**config.mk**
```make
export PLATFORM = sky130hd
export DESIGN_NAME = xml_entity_decoder_flat
export DESIGN_NICKNAME = d
export VERILOG_FILES = /design/src/design/xed_pkg.sv /design/src/design/xed_stream_ifs.sv /design/src/design/xml_entity_decoder.sv /design/src/design/xed_front.sv /design/src/design/xed_queue.sv /design/src/design/xed_back.sv /design/src/flat_wrapper.sv
export VERILOG_INCLUDE_DIRS = /design/src /design/src/design
export SDC_FILE = /design/constraint.sdc
export NUM_CORES = 1
export LEC_CHECK = 0
export BUFFER_PORTS_ARGS = -buffer_cell sky130_fd_sc_hd__buf_2
export CORE_MARGIN = 2
export CORE_UTILIZATION = 40
export CTS_BUF_LIST = sky130_fd_sc_hd__clkbuf_2
export DETAILED_ROUTE_END_ITERATION = 10
export PLACE_DENSITY = 0.59
export SLEW_MARGIN = 20
export SYNTH_ARGS = -nofsm -noshare
export SYNTH_HDL_FRONTEND = slang
export SYNTH_SLANG_ARGS = --single-unit
```
**constraint.sdc**
```tcl
create_clock -name clk -period 4.9 [get_ports clk]
set_input_delay 0.49 -clock clk [delete_from_list [all_inputs] [get_ports clk]]
set_output_delay 0.49 -clock clk [all_outputs]
set_load 0.02 [all_outputs]
```
**src/design/assert_macros.svh**
```systemverilog
// ----------------------------------------------------------------------------
// Assertion macros
// Concurrent assertion wrappers shared by the entity decoder modules.
// ----------------------------------------------------------------------------
`ifndef ASSERT_MACROS_SVH
`define ASSERT_MACROS_SVH

`ifndef SYNTHESIS

// The antecedent must be followed by the consequent in the same cycle.
`define XED_ASSERT_IMPLY(label, clk, rst_n, ante, cons, msg) \
    label: assert property (@(posedge clk) disable iff (!rst_n) (ante) |-> (cons)) \
        else $error(msg);

// The condition must never hold.
`define XED_ASSERT_NEVER(label, clk, rst_n, cond, msg) \
    label: assert property (@(posedge clk) disable iff (!rst_n) !(cond)) \
        else $error(msg);

`else

`define XED_ASSERT_IMPLY(label, clk, rst_n, ante, cons, msg)
`define XED_ASSERT_NEVER(label, clk, rst_n, cond, msg)

`endif

`endif

```
**src/design/xed_pkg.sv**
```systemverilog
`timescale 1ns / 1ps
// ----------------------------------------------------------------------------
// xed_pkg
// Types, character constants and entity tables of the XML entity decoder.
// ----------------------------------------------------------------------------
package xed_pkg;

    // Configuration register indexes.
    localparam int CFG_IDX_W = 1;
    localparam logic [CFG_IDX_W-1:0] REG_DECODE_ENABLE  = 1'd0;
    localparam logic [CFG_IDX_W-1:0] REG_NEWLINE_ENABLE = 1'd1;

    // Depth of the command queue between front and back.
    localparam int QDEPTH = 4;

    // Output slots of one command: deferred byte, five held bytes, final byte.
    localparam int SLOTS    = 7;
    localparam int HELD_MAX = 5;

    // Characters that take part in the entities.
    localparam logic [7:0] CH_AMP   = 8'h26;
    localparam logic [7:0] CH_SEMI  = 8'h3B;
    localparam logic [7:0] CH_HASH  = 8'h23;
    localparam logic [7:0] CH_X     = 8'h78;
    localparam logic [7:0] CH_CAP_A = 8'h41;
    localparam logic [7:0] CH_L     = 8'h6C;
    localparam logic [7:0] CH_T     = 8'h74;
    localparam logic [7:0] CH_G     = 8'h67;
    localparam logic [7:0] CH_A     = 8'h61;
    localparam logic [7:0] CH_M     = 8'h6D;
    localparam logic [7:0] CH_P     = 8'h70;
    localparam logic [7:0] CH_Q     = 8'h71;
    localparam logic [7:0] CH_U     = 8'h75;
    localparam logic [7:0] CH_O     = 8'h6F;
    localparam logic [7:0] CH_LT    = 8'h3C;
    localparam logic [7:0] CH_GT    = 8'h3E;
    localparam logic [7:0] CH_QUOTE = 8'h22;
    localparam logic [7:0] CH_NL    = 8'h0A;

    // Prefix of an entity that is currently held.
    typedef enum logic [3:0] {
        PH_IDLE  = 4'd0,
        PH_AMP   = 4'd1,
        PH_L     = 4'd2,
        PH_LT    = 4'd3,
        PH_G     = 4'd4,
        PH_GT    = 4'd5,
        PH_A     = 4'd6,
        PH_AM    = 4'd7,
        PH_AMPP  = 4'd8,
        PH_Q     = 4'd9,
        PH_QU    = 4'd10,
        PH_QUO   = 4'd11,
        PH_QUOT  = 4'd12,
        PH_HASH  = 4'd13,
        PH_HASHX = 4'd14
    } phase_t;

    // Outcome of offering one byte to the matcher.
    typedef struct packed {
        logic       hit;
        logic       done;
        phase_t     to;
        logic [7:0] emit;
    } edge_t;

    // One command from front to back: the bytes that one item releases.
    typedef struct packed {
        logic [SLOTS-1:0] mask;
        logic [7:0]       pre_byte;
        logic             pre_last;
        phase_t           rel;
        logic [7:0]       fin_byte;
        logic             fin_last;
    } cmd_t;

    // Transition of the matcher for one byte.
    function automatic edge_t step_edge(phase_t ph, logic [7:0] b, logic nl_en);
        edge_t e;
        e = '{hit: 1'b0, done: 1'b0, to: PH_IDLE, emit: 8'h00};
        unique case (ph)
            PH_IDLE:  if (b == CH_AMP) begin e.hit = 1'b1; e.to = PH_AMP; end
            PH_AMP:
            begin
                priority if (b == CH_L) begin e.hit = 1'b1; e.to = PH_L; end
                else if (b == CH_G) begin e.hit = 1'b1; e.to = PH_G; end
                else if (b == CH_A) begin e.hit = 1'b1; e.to = PH_A; end
                else if (b == CH_Q) begin e.hit = 1'b1; e.to = PH_Q; end
                else if (b == CH_HASH && nl_en) begin e.hit = 1'b1; e.to = PH_HASH; end
                else e.hit = 1'b0;
            end
            PH_L:     if (b == CH_T) begin e.hit = 1'b1; e.to = PH_LT; end
            PH_LT:    if (b == CH_SEMI) begin e.hit = 1'b1; e.done = 1'b1; e.emit = CH_LT; end
            PH_G:     if (b == CH_T) begin e.hit = 1'b1; e.to = PH_GT; end
            PH_GT:    if (b == CH_SEMI) begin e.hit = 1'b1; e.done = 1'b1; e.emit = CH_GT; end
            PH_A:     if (b == CH_M) begin e.hit = 1'b1; e.to = PH_AM; end
            PH_AM:    if (b == CH_P) begin e.hit = 1'b1; e.to = PH_AMPP; end
            PH_AMPP:  if (b == CH_SEMI) begin e.hit = 1'b1; e.done = 1'b1; e.emit = CH_AMP; end
            PH_Q:     if (b == CH_U) begin e.hit = 1'b1; e.to = PH_QU; end
            PH_QU:    if (b == CH_O) begin e.hit = 1'b1; e.to = PH_QUO; end
            PH_QUO:   if (b == CH_T) begin e.hit = 1'b1; e.to = PH_QUOT; end
            PH_QUOT:
            begin
                if (b == CH_SEMI)
                begin
                    e.hit  = 1'b1;
                    e.done = 1'b1;
                    e.emit = CH_QUOTE;
                end
            end
            PH_HASH:  if (b == CH_X && nl_en) begin e.hit = 1'b1; e.to = PH_HASHX; end
            PH_HASHX:
            begin
                if (b == CH_CAP_A && nl_en)
                begin
                    e.hit  = 1'b1;
                    e.done = 1'b1;
                    e.emit = CH_NL;
                end
            end
            default:  e.hit = 1'b0;
        endcase
        return e;
    endfunction

    // Number of bytes held in a phase.
    function automatic logic [2:0] held_len(phase_t ph);
        logic [2:0] n;
        unique case (ph)
            PH_AMP:                                    n = 3'd1;
            PH_L, PH_G, PH_A, PH_Q, PH_HASH:           n = 3'd2;
            PH_LT, PH_GT, PH_AM, PH_QU, PH_HASHX:      n = 3'd3;
            PH_AMPP, PH_QUO:                           n = 3'd4;
            PH_QUOT:                                   n = 3'd5;
            default:                                   n = 3'd0;
        endcase
        return n;
    endfunction

    // One bit for each held byte, lowest bit first.
    function automatic logic [HELD_MAX-1:0] held_mask(phase_t ph);
        logic [HELD_MAX-1:0] m;
        logic [2:0]          n;
        n = held_len(ph);
        for (int i = 0; i < HELD_MAX; i++)
        begin
            m[i] = (3'(i) < n);
        end
        return m;
    endfunction

    // Held byte at a position of a phase's prefix text.
    function automatic logic [7:0] held_char(phase_t ph, logic [2:0] idx);
        logic [7:0] c;
        c = CH_AMP;
        unique case (idx)
            3'd0: c = CH_AMP;
            3'd1:
            begin
                unique case (ph)
                    PH_L, PH_LT:                  c = CH_L;
                    PH_G, PH_GT:                  c = CH_G;
                    PH_A, PH_AM, PH_AMPP:         c = CH_A;
                    PH_Q, PH_QU, PH_QUO, PH_QUOT: c = CH_Q;
                    default:                      c = CH_HASH;
                endcase
            end
            3'd2:
            begin
                unique case (ph)
                    PH_LT, PH_GT:                 c = CH_T;
                    PH_AM, PH_AMPP:               c = CH_M;
                    PH_QU, PH_QUO, PH_QUOT:       c = CH_U;
                    default:                      c = CH_X;
                endcase
            end
            3'd3:    c = (ph == PH_AMPP) ? CH_P : CH_O;
            default: c = CH_T;
        endcase
        return c;
    endfunction

endpackage

```
**src/design/xed_stream_ifs.sv**
```systemverilog
`timescale 1ns / 1ps
// ----------------------------------------------------------------------------
// Stream interfaces
// Valid/ready channels for encoded input bytes and decoded output bytes.
// ----------------------------------------------------------------------------

// Encoded text, one byte per item.
interface xed_in_if;
    logic       valid;
    logic       ready;
    logic [7:0] in_byte;
    logic       in_last;

    modport source (output valid, output in_byte, output in_last, input ready);
    modport sink (input valid, input in_byte, input in_last, output ready);
endinterface

// Decoded text, one byte per item.
interface xed_out_if;
    logic       valid;
    logic       ready;
    logic [7:0] out_byte;
    logic       out_last;

    modport source (output valid, output out_byte, output out_last, input ready);
    modport sink (input valid, input out_byte, input out_last, output ready);
endinterface

```
**src/design/xml_entity_decoder.sv**
```systemverilog
`timescale 1ns / 1ps
// ----------------------------------------------------------------------------
// xml_entity_decoder
// Streaming decoder for the XML character entities lt, gt, amp, quot and
// the newline sequence &#xA.
// ----------------------------------------------------------------------------
// The decoder takes one encoded byte per cycle on enc and gives decoded bytes
// on dec, one per cycle while dec is ready, from a registered output. A byte
// that may start or extend an entity is held and gives no output yet; a byte
// that ends or breaks a match releases up to five bytes. The front matcher
// writes a release command into a four-entry queue and the back sequencer
// sends the released bytes out one by one; the input stalls only while that
// queue is full. Between an item and its decoded bytes lie the queue entry,
// the command register and the output register. When a failed "&quot" match
// is followed by a sixth byte, that byte is sent together with the next
// accepted item.
// Registers: index 0 enables decoding (reset 1), index 1 enables the
// newline sequence (reset 1); write them only while the block is idle.
// ----------------------------------------------------------------------------
module xml_entity_decoder (
    input  logic                           clk,
    input  logic                           rst_n,
    xed_in_if.sink                         enc,
    xed_out_if.source                      dec,
    input  logic                           cfg_wr_en,
    input  logic [xed_pkg::CFG_IDX_W-1:0]  cfg_index,
    input  logic                           cfg_data
);
    import xed_pkg::*;

    logic q_full;
    logic q_not_empty;
    logic push;
    logic pop;
    cmd_t push_cmd;
    cmd_t q_head;

    // Matcher and configuration.
    xed_front u_front (
        .clk       (clk),
        .rst_n     (rst_n),
        .enc       (enc),
        .cfg_wr_en (cfg_wr_en),
        .cfg_index (cfg_index),
        .cfg_data  (cfg_data),
        .q_full    (q_full),
        .push      (push),
        .cmd       (push_cmd)
    );

    // Command queue.
    xed_queue u_queue (
        .clk       (clk),
        .rst_n     (rst_n),
        .push      (push),
        .push_cmd  (push_cmd),
        .pop       (pop),
        .full      (q_full),
        .not_empty (q_not_empty),
        .head      (q_head)
    );

    // Output sequencer.
    xed_back u_back (
        .clk         (clk),
        .rst_n       (rst_n),
        .q_not_empty (q_not_empty),
        .q_head      (q_head),
        .pop         (pop),
        .dec         (dec)
    );

endmodule

```
**src/design/xed_front.sv**
```systemverilog
`timescale 1ns / 1ps
`include "assert_macros.svh"
// ----------------------------------------------------------------------------
// xed_front
// Accepts text bytes, runs the entity matcher and issues release commands.
// ----------------------------------------------------------------------------
module xed_front (
    input  logic                           clk,
    input  logic                           rst_n,
    xed_in_if.sink                         enc,
    input  logic                           cfg_wr_en,
    input  logic [xed_pkg::CFG_IDX_W-1:0]  cfg_index,
    input  logic                           cfg_data,
    input  logic                           q_full,
    output logic                           push,
    output xed_pkg::cmd_t                  cmd
);
    import xed_pkg::*;

    logic       dec_en_reg;
    logic       nl_en_reg;
    phase_t     phase_reg;
    phase_t     phase_next;
    logic       pend_valid_reg;
    logic       pend_valid_next;
    logic [7:0] pend_byte_reg;
    logic [7:0] pend_byte_next;
    logic       pend_last_reg;
    logic       pend_last_next;
    logic       accept;
    logic       fin_valid;
    edge_t      e;

    assign enc.ready = ~q_full;
    assign accept    = enc.valid & ~q_full;

    // Configuration registers.
    always_ff @(posedge clk or negedge rst_n)
    begin
        if (!rst_n)
        begin
            dec_en_reg <= 1'b1;
            nl_en_reg  <= 1'b1;
        end
        else if (cfg_wr_en)
        begin
            unique case (cfg_index)
                REG_DECODE_ENABLE:  dec_en_reg <= cfg_data;
                REG_NEWLINE_ENABLE: nl_en_reg  <= cfg_data;
                default:            dec_en_reg <= dec_en_reg;
            endcase
        end
    end

    // Matcher decision for the offered byte.
    always_comb
    begin
        e               = step_edge(phase_reg, enc.in_byte, nl_en_reg);
        phase_next      = phase_reg;
        pend_valid_next = pend_valid_reg;
        pend_byte_next  = pend_byte_reg;
        pend_last_next  = pend_last_reg;
        fin_valid       = 1'b0;
        cmd.pre_byte    = pend_byte_reg;
        cmd.pre_last    = pend_last_reg;
        cmd.rel         = PH_IDLE;
        cmd.fin_byte    = enc.in_byte;
        cmd.fin_last    = enc.in_last;
        if (accept)
        begin
            pend_valid_next = 1'b0;
            phase_next      = PH_IDLE;
            if (dec_en_reg && e.hit)
            begin
                priority if (e.done)
                begin
                    fin_valid    = 1'b1;
                    cmd.fin_byte = e.emit;
                end
                else if (!enc.in_last)
                begin
                    phase_next = e.to;
                end
                else
                begin
                    cmd.rel   = phase_reg;
                    fin_valid = 1'b1;
                end
            end
            else
            begin
                cmd.rel = phase_reg;
                priority if (dec_en_reg && enc.in_byte == CH_AMP && !enc.in_last)
                begin
                    phase_next = PH_AMP;
                end
                else if (held_len(phase_reg) >= 3'(HELD_MAX))
                begin
                    // A sixth byte waits for the next item.
                    pend_valid_next = 1'b1;
                    pend_byte_next  = enc.in_byte;
                    pend_last_next  = enc.in_last;
                end
                else
                begin
                    fin_valid = 1'b1;
                end
            end
        end
        cmd.mask = {fin_valid, held_mask(cmd.rel), pend_valid_reg};
        push     = accept & (|cmd.mask);
    end

    // Matcher state.
    always_ff @(posedge clk or negedge rst_n)
    begin
        if (!rst_n)
        begin
            phase_reg      <= PH_IDLE;
            pend_valid_reg <= 1'b0;
        end
        else
        begin
            phase_reg      <= phase_next;
            pend_valid_reg <= pend_valid_next;
        end
    end

    // Deferred byte payload.
    always_ff @(posedge clk)
    begin
        pend_byte_reg <= pend_byte_next;
        pend_last_reg <= pend_last_next;
    end

    `XED_ASSERT_IMPLY(a_pend_idle, clk, rst_n, pend_valid_reg, phase_reg == PH_IDLE, "deferred byte while a match is held")
    `XED_ASSERT_IMPLY(a_pend_sent, clk, rst_n, accept && pend_valid_reg, push && cmd.mask[0], "deferred byte not sent with the next item")

endmodule

```
**src/design/xed_queue.sv**
```systemverilog
`timescale 1ns / 1ps
`include "assert_macros.svh"
// ----------------------------------------------------------------------------
// xed_queue
// Short command queue that decouples the matcher from the output sequencer.
// ----------------------------------------------------------------------------
module xed_queue (
    input  logic          clk,
    input  logic          rst_n,
    input  logic          push,
    input  xed_pkg::cmd_t push_cmd,
    input  logic          pop,
    output logic          full,
    output logic          not_empty,
    output xed_pkg::cmd_t head
);
    import xed_pkg::*;

    localparam int PTR_W = (QDEPTH > 1) ? $clog2(QDEPTH) : 1;
    localparam int CNT_W = $clog2(QDEPTH + 1);

    cmd_t             mem [QDEPTH];
    logic [PTR_W-1:0] wr_ptr_reg;
    logic [PTR_W-1:0] rd_ptr_reg;
    logic [CNT_W-1:0] count_reg;

    assign full      = (count_reg == CNT_W'(QDEPTH));
    assign not_empty = (count_reg != '0);
    assign head      = mem[rd_ptr_reg];

    // Storage write.
    always_ff @(posedge clk)
    begin
        if (push)
        begin
            mem[wr_ptr_reg] <= push_cmd;
        end
    end

    // Pointers and fill count.
    always_ff @(posedge clk or negedge rst_n)
    begin
        if (!rst_n)
        begin
            wr_ptr_reg <= '0;
            rd_ptr_reg <= '0;
            count_reg  <= '0;
        end
        else
        begin
            if (push)
            begin
                wr_ptr_reg <= (wr_ptr_reg == PTR_W'(QDEPTH - 1)) ? '0 : wr_ptr_reg + 1'b1;
            end
            if (pop)
            begin
                rd_ptr_reg <= (rd_ptr_reg == PTR_W'(QDEPTH - 1)) ? '0 : rd_ptr_reg + 1'b1;
            end
            if (push && !pop)
            begin
                count_reg <= count_reg + 1'b1;
            end
            else if (pop && !push)
            begin
                count_reg <= count_reg - 1'b1;
            end
        end
    end

    `XED_ASSERT_NEVER(a_no_overflow, clk, rst_n, push && full, "command pushed into a full queue")
    `XED_ASSERT_NEVER(a_no_underflow, clk, rst_n, pop && !not_empty, "command popped from an empty queue")

endmodule

```
**src/design/xed_back.sv**
```systemverilog
`timescale 1ns / 1ps
`include "assert_macros.svh"
// ----------------------------------------------------------------------------
// xed_back
// Expands release commands into decoded bytes, one per cycle while dec is
// ready, through a registered output stage.
// ----------------------------------------------------------------------------
module xed_back (
    input  logic          clk,
    input  logic          rst_n,
    input  logic          q_not_empty,
    input  xed_pkg::cmd_t q_head,
    output logic          pop,
    xed_out_if.source     dec
);
    import xed_pkg::*;

    cmd_t             cmd_reg;
    cmd_t             cmd_next;
    logic [SLOTS-1:0] mask_reg;
    logic [SLOTS-1:0] mask_next;
    logic [SLOTS-1:0] mask_after;
    logic [SLOTS-1:0] lowest;
    logic             adv;
    logic [7:0]       slot_byte;
    logic             slot_last;
    logic             out_valid_reg;
    logic [7:0]       out_byte_reg;
    logic             out_last_reg;

    assign dec.valid    = out_valid_reg;
    assign dec.out_byte = out_byte_reg;
    assign dec.out_last = out_last_reg;

    // Pick the next byte of the current command.
    always_comb
    begin
        slot_last = 1'b0;
        priority if (mask_reg[0])
        begin
            slot_byte = cmd_reg.pre_byte;
            slot_last = cmd_reg.pre_last;
        end
        else if (mask_reg[1]) slot_byte = held_char(cmd_reg.rel, 3'd0);
        else if (mask_reg[2]) slot_byte = held_char(cmd_reg.rel, 3'd1);
        else if (mask_reg[3]) slot_byte = held_char(cmd_reg.rel, 3'd2);
        else if (mask_reg[4]) slot_byte = held_char(cmd_reg.rel, 3'd3);
        else if (mask_reg[5]) slot_byte = held_char(cmd_reg.rel, 3'd4);
        else
        begin
            slot_byte = cmd_reg.fin_byte;
            slot_last = cmd_reg.fin_last;
        end
    end

    // Advance through the slots and load the next command when done.
    always_comb
    begin
        adv        = (|mask_reg) && (!out_valid_reg || dec.ready);
        lowest     = mask_reg & (~mask_reg + 1'b1);
        mask_after = adv ? (mask_reg & ~lowest) : mask_reg;
        pop        = q_not_empty && (mask_after == '0);
        mask_next  = pop ? q_head.mask : mask_after;
        cmd_next   = pop ? q_head : cmd_reg;
    end

    // Sequencer and output stage control.
    always_ff @(posedge clk or negedge rst_n)
    begin
        if (!rst_n)
        begin
            mask_reg      <= '0;
            out_valid_reg <= 1'b0;
        end
        else
        begin
            mask_reg <= mask_next;
            if (adv)
            begin
                out_valid_reg <= 1'b1;
            end
            else if (dec.ready)
            begin
                out_valid_reg <= 1'b0;
            end
        end
    end

    // Command and output payload.
    always_ff @(posedge clk)
    begin
        cmd_reg <= cmd_next;
        if (adv)
        begin
            out_byte_reg <= slot_byte;
            out_last_reg <= slot_last;
        end
    end

    `XED_ASSERT_IMPLY(a_cmd_nonempty, clk, rst_n, pop, q_head.mask != '0, "empty command in the queue")

endmodule

```
**src/flat_wrapper.sv**
```systemverilog
// flat-port wrapper written by rule: the top's interface ports become plain ports
module xml_entity_decoder_flat import xed_pkg::*;
  (clk, rst_n, cfg_wr_en, cfg_index, cfg_data, enc_valid, enc_in_byte, enc_in_last, enc_ready, dec_valid, dec_out_byte, dec_out_last, dec_ready);
  xed_in_if enc_i ();
  xed_out_if dec_i ();
  input  logic clk;
  input  logic rst_n;
  input  logic cfg_wr_en;
  input  logic [xed_pkg::CFG_IDX_W-1:0] cfg_index;
  input  logic cfg_data;
  input wire logic [$bits(enc_i.valid)-1:0] enc_valid;
  input wire logic [$bits(enc_i.in_byte)-1:0] enc_in_byte;
  input wire logic [$bits(enc_i.in_last)-1:0] enc_in_last;
  output wire logic [$bits(enc_i.ready)-1:0] enc_ready;
  output wire logic [$bits(dec_i.valid)-1:0] dec_valid;
  output wire logic [$bits(dec_i.out_byte)-1:0] dec_out_byte;
  output wire logic [$bits(dec_i.out_last)-1:0] dec_out_last;
  input wire logic [$bits(dec_i.ready)-1:0] dec_ready;
  assign enc_i.valid = enc_valid;
  assign enc_i.in_byte = enc_in_byte;
  assign enc_i.in_last = enc_in_last;
  assign enc_ready = enc_i.ready;
  assign dec_valid = dec_i.valid;
  assign dec_out_byte = dec_i.out_byte;
  assign dec_out_last = dec_i.out_last;
  assign dec_i.ready = dec_ready;
  xml_entity_decoder u_core (.clk(clk), .rst_n(rst_n), .enc(enc_i), .dec(dec_i), .cfg_wr_en(cfg_wr_en), .cfg_index(cfg_index), .cfg_data(cfg_data));
endmodule
```
==> results.cfg <==
[die]
num_io_pins = 27
die_x_microns = 146.4
dieArea_sq_um = 21440
die_y_microns = 146.4
rows = 52
core_sq_um = 20040
start_util_pct = 40.48

[timing]
min_period_ps = 4748
fmax_mhz = 210.6
setup_ws_ps = 152.3
drv_slew = 0
final.setup.tns_ps = 0
slew_headroom_pct = 48.39
fin_crit_sh_pct = 96.89
grt_setup_unrepaired = false
setup_viol = 0
fin_hold_ws_ps = 103.6
worst_pin_slew_ps = 774.1
fin_skew_ps = 19.21
hold_violations = 0

[critical_path]
crit_end = u_core.u_queue.count_reg[1]
reg2reg_slack_ps = 170
r2r_cells = 21
startpoint_type = primary input
worstPathMaxFanout = 7
critPathKind = primary input to register
rr_startpoint = u_core.u_front.phase_reg[0]
worstPathArrival_ps = 5390
cp-end-kind = register
r2r_end = u_core.u_queue.count_reg[1]
crit_start = enc_in_byte[6]
crit_required_ps = 5540

[drt]
drtIter0Drc = 438
via_count = 4753
dr.pass1.iters = 7
vias_per_cell = 5.463
drc_errors = 0
drt_wl_total_microns = 15870
wl_per_cell_microns = 18.24
ant_nets = 0

[placed_design]
io_buffers = 26
gp_congestion = 0.9226
place_ws_ps = -55.98
hpwl_microns = 10800
placed_cells = 827

[synthesis]
async_flop_share_pct = 11.96
netlist_area_sq_um = 8113
synth_edf_count = 156
synth-main-ff-cell = edfxtp_1
synth_cells = 545
synth_area_per_cell_sq_um = 14.89
syn_nets = 577
ys_ff_latch = 184
ys_warn_count = 0
yosysSeqAreaShare_pct = 66.04
yosys.cell_types.count = 73

[clocking]
cts_buffers = 17
cts_buffer_depth = 2
cts.clk_slew.worst_paths_ps = 230
cts_sinks = 184
htreeDepth = 4
cts-root-buf = clkbuf_2
insertion_delay_ps = 730
cts_tree = yes

[global_route]
grt_pass1_wl_microns = 25200
antenna_found_initial = 1
grt_start_max_net_pins = 33
overflow = 0
grt_pass1_vias = 4712
track_usage_pct = 15.51

[power]
powerDensity_nw_per_um2 = 516.3
p_leak_nw = 3.134
fin_total_pwr_mw = 4.631
max-vdd-ir-drop_v = 0.0002129

[final_layout]
nets = 619
area_growth_pct = 10.56
fin_cells = 870
drive_gt1_share_pct = 20.03
fill_cells = 1857
mostFrequentLayoutCell = edfxtp_1
layout_common_cells = edfxtp_1 (156), nand2_1 (41), nor2_1 (29), mux4_2 (29), buf_2 (26)
largest_reg_flops = 116

[worst_hold_path]
hold_class = primary input to register

[flow_run]
max_cap_viol_count = 0

[run_status]
status = completed
[logic make-up (layout without fill, tap and decap cells)]
group	count (synthesis)	after routing	synth area share [%]
XOR/XNOR	4	4	0.4319
multiplexers	40	40	9.593
AO/OA/AOI/OAI	90	90	7.804
flip-flops	184	184	66.04
AND/OR/NAND/NOR	164	164	11.12
buffers and inverters	45	99	2.205
adder cells (fa/ha/maj)	18	18	2.807
other	0	1	0
[how the worst min path moves through the flow]
stage,start,endpoint,slack [ps],depth (start not counted)
2_1_floorplan,rst_n,u_core.u_back.dec.valid,190,0
3_3_place_gp,u_core.u_front.pend_byte_reg[1],u_core.u_queue.mem[2][15],480,0
3_5_place_dp,u_core.u_front.pend_last_reg,u_core.u_queue.mem[3][13],490,0
4_1_cts,enc_in_last,u_core.u_front.pend_last_reg,2,1
5_1_grt,enc_in_last,u_core.u_queue.mem[2][0],9,1
6_report,enc_in_byte[2],u_core.u_front.pend_byte_reg[2],100,1
[critical path, stage by stage]
cell and delay, ps:
dlygate4sd3_1 530, buf_2 150, and4bb_1 320, or4b_4 500
o31a_1 370, a21oi_2 210, o31ai_4 120, and2_1 200
nand2_1 90, ha_1 260, nor3b_1 190, a22o_1 200
inv_1 50, o21ai_0 240, o21ai_0 200, nor3_2 210
nor3_4 90, ha_1 220, inv_1 80, fa_1 410
mux2_2 270
[where the power goes]
group / switching [mW] / internal [mW]
registers: 0.247 / 2.15
logic: 0.849 / 0.673
clock network: 0.482 / 0.231
[Yosys cell counts, types with 3 or more instances]
| library cell | count | area (sq um) |
|---|---|---|
| o32ai_1 | 3 | 26.28 |
| mux2_2 | 4 | 45.04 |
| and3_1 | 3 | 18.77 |
| mux4_2 | 29 | 653.1 |
| nand3_1 | 11 | 55.05 |
| and3b_1 | 4 | 35.03 |
| nor3b_1 | 4 | 30.03 |
| or3_1 | 5 | 31.28 |
| a21o_1 | 4 | 30.03 |
| nor2b_1 | 14 | 87.58 |
| inv_1 | 18 | 67.56 |
| nand3b_1 | 3 | 22.52 |
| nor4_1 | 3 | 18.77 |
| o211ai_1 | 3 | 22.52 |
| dfxtp_1 | 6 | 120.1 |
| ha_1 | 15 | 187.7 |
| buf_1 | 3 | 11.26 |
| a22o_1 | 9 | 78.83 |
| nor2_1 | 29 | 108.9 |
| edfxtp_1 | 156 | 4684 |
| a21oi_1 | 14 | 70.07 |
| mux2i_1 | 5 | 50.05 |
| o31ai_1 | 4 | 30.03 |
| nand2_1 | 41 | 153.9 |
| o21ai_0 | 22 | 110.1 |
| nand2b_1 | 7 | 43.79 |
| dfrtp_1 | 20 | 500.5 |
| and2_1 | 11 | 68.82 |
| buf_2 | 8 | 40.04 |
| nor3_1 | 11 | 55.05 |
| clkbuf_1 | 16 | 60.06 |
[layer usage]
metal  vias up  routed length [microns]  part of all wire [%]  track usage [%]
met2       168                     7891                    50            25.90
li1       2195                        -                     -                -
met4         0                      263                   1.7            5.340
met3        26                      843                   5.3            3.625
met5         -                        0                     0                0
met1      2364                     6868                    43            20.05
[area by class of cell]
type | instances | area (sq um) | area share [%]
clock inverters | 13 | 131.4 | 1.465
inverters | 18 | 67.56 | 0.7532
repair buffers | 50 | 382.9 | 4.268
multi-input cells | 316 | 2596 | 28.94
well taps | 270 | 337.8 | 3.766
flip-flops and latches | 184 | 5361 | 59.77
diodes | 1 | 2.502 | 0.02790
clock buffers | 18 | 90.09 | 1.004
[metrics by stage]
stage	utilization, %	area [sq um]
final	44.76	8970
after global routing	44.76	8970
after CTS	44.59	8936
after detailed placement	43.01	8620
after global placement	43.01	8620
after floorplan	-	8113
[what timing repair did]
item	CTS	global route
setup buffers	0	2
pin swaps	0	2
resized for setup	1	4
endpoints found under the hold margin	30	0
hold buffers	9	0
setup endpoints to repair	2	2
(Power assumes the default switching activity.)
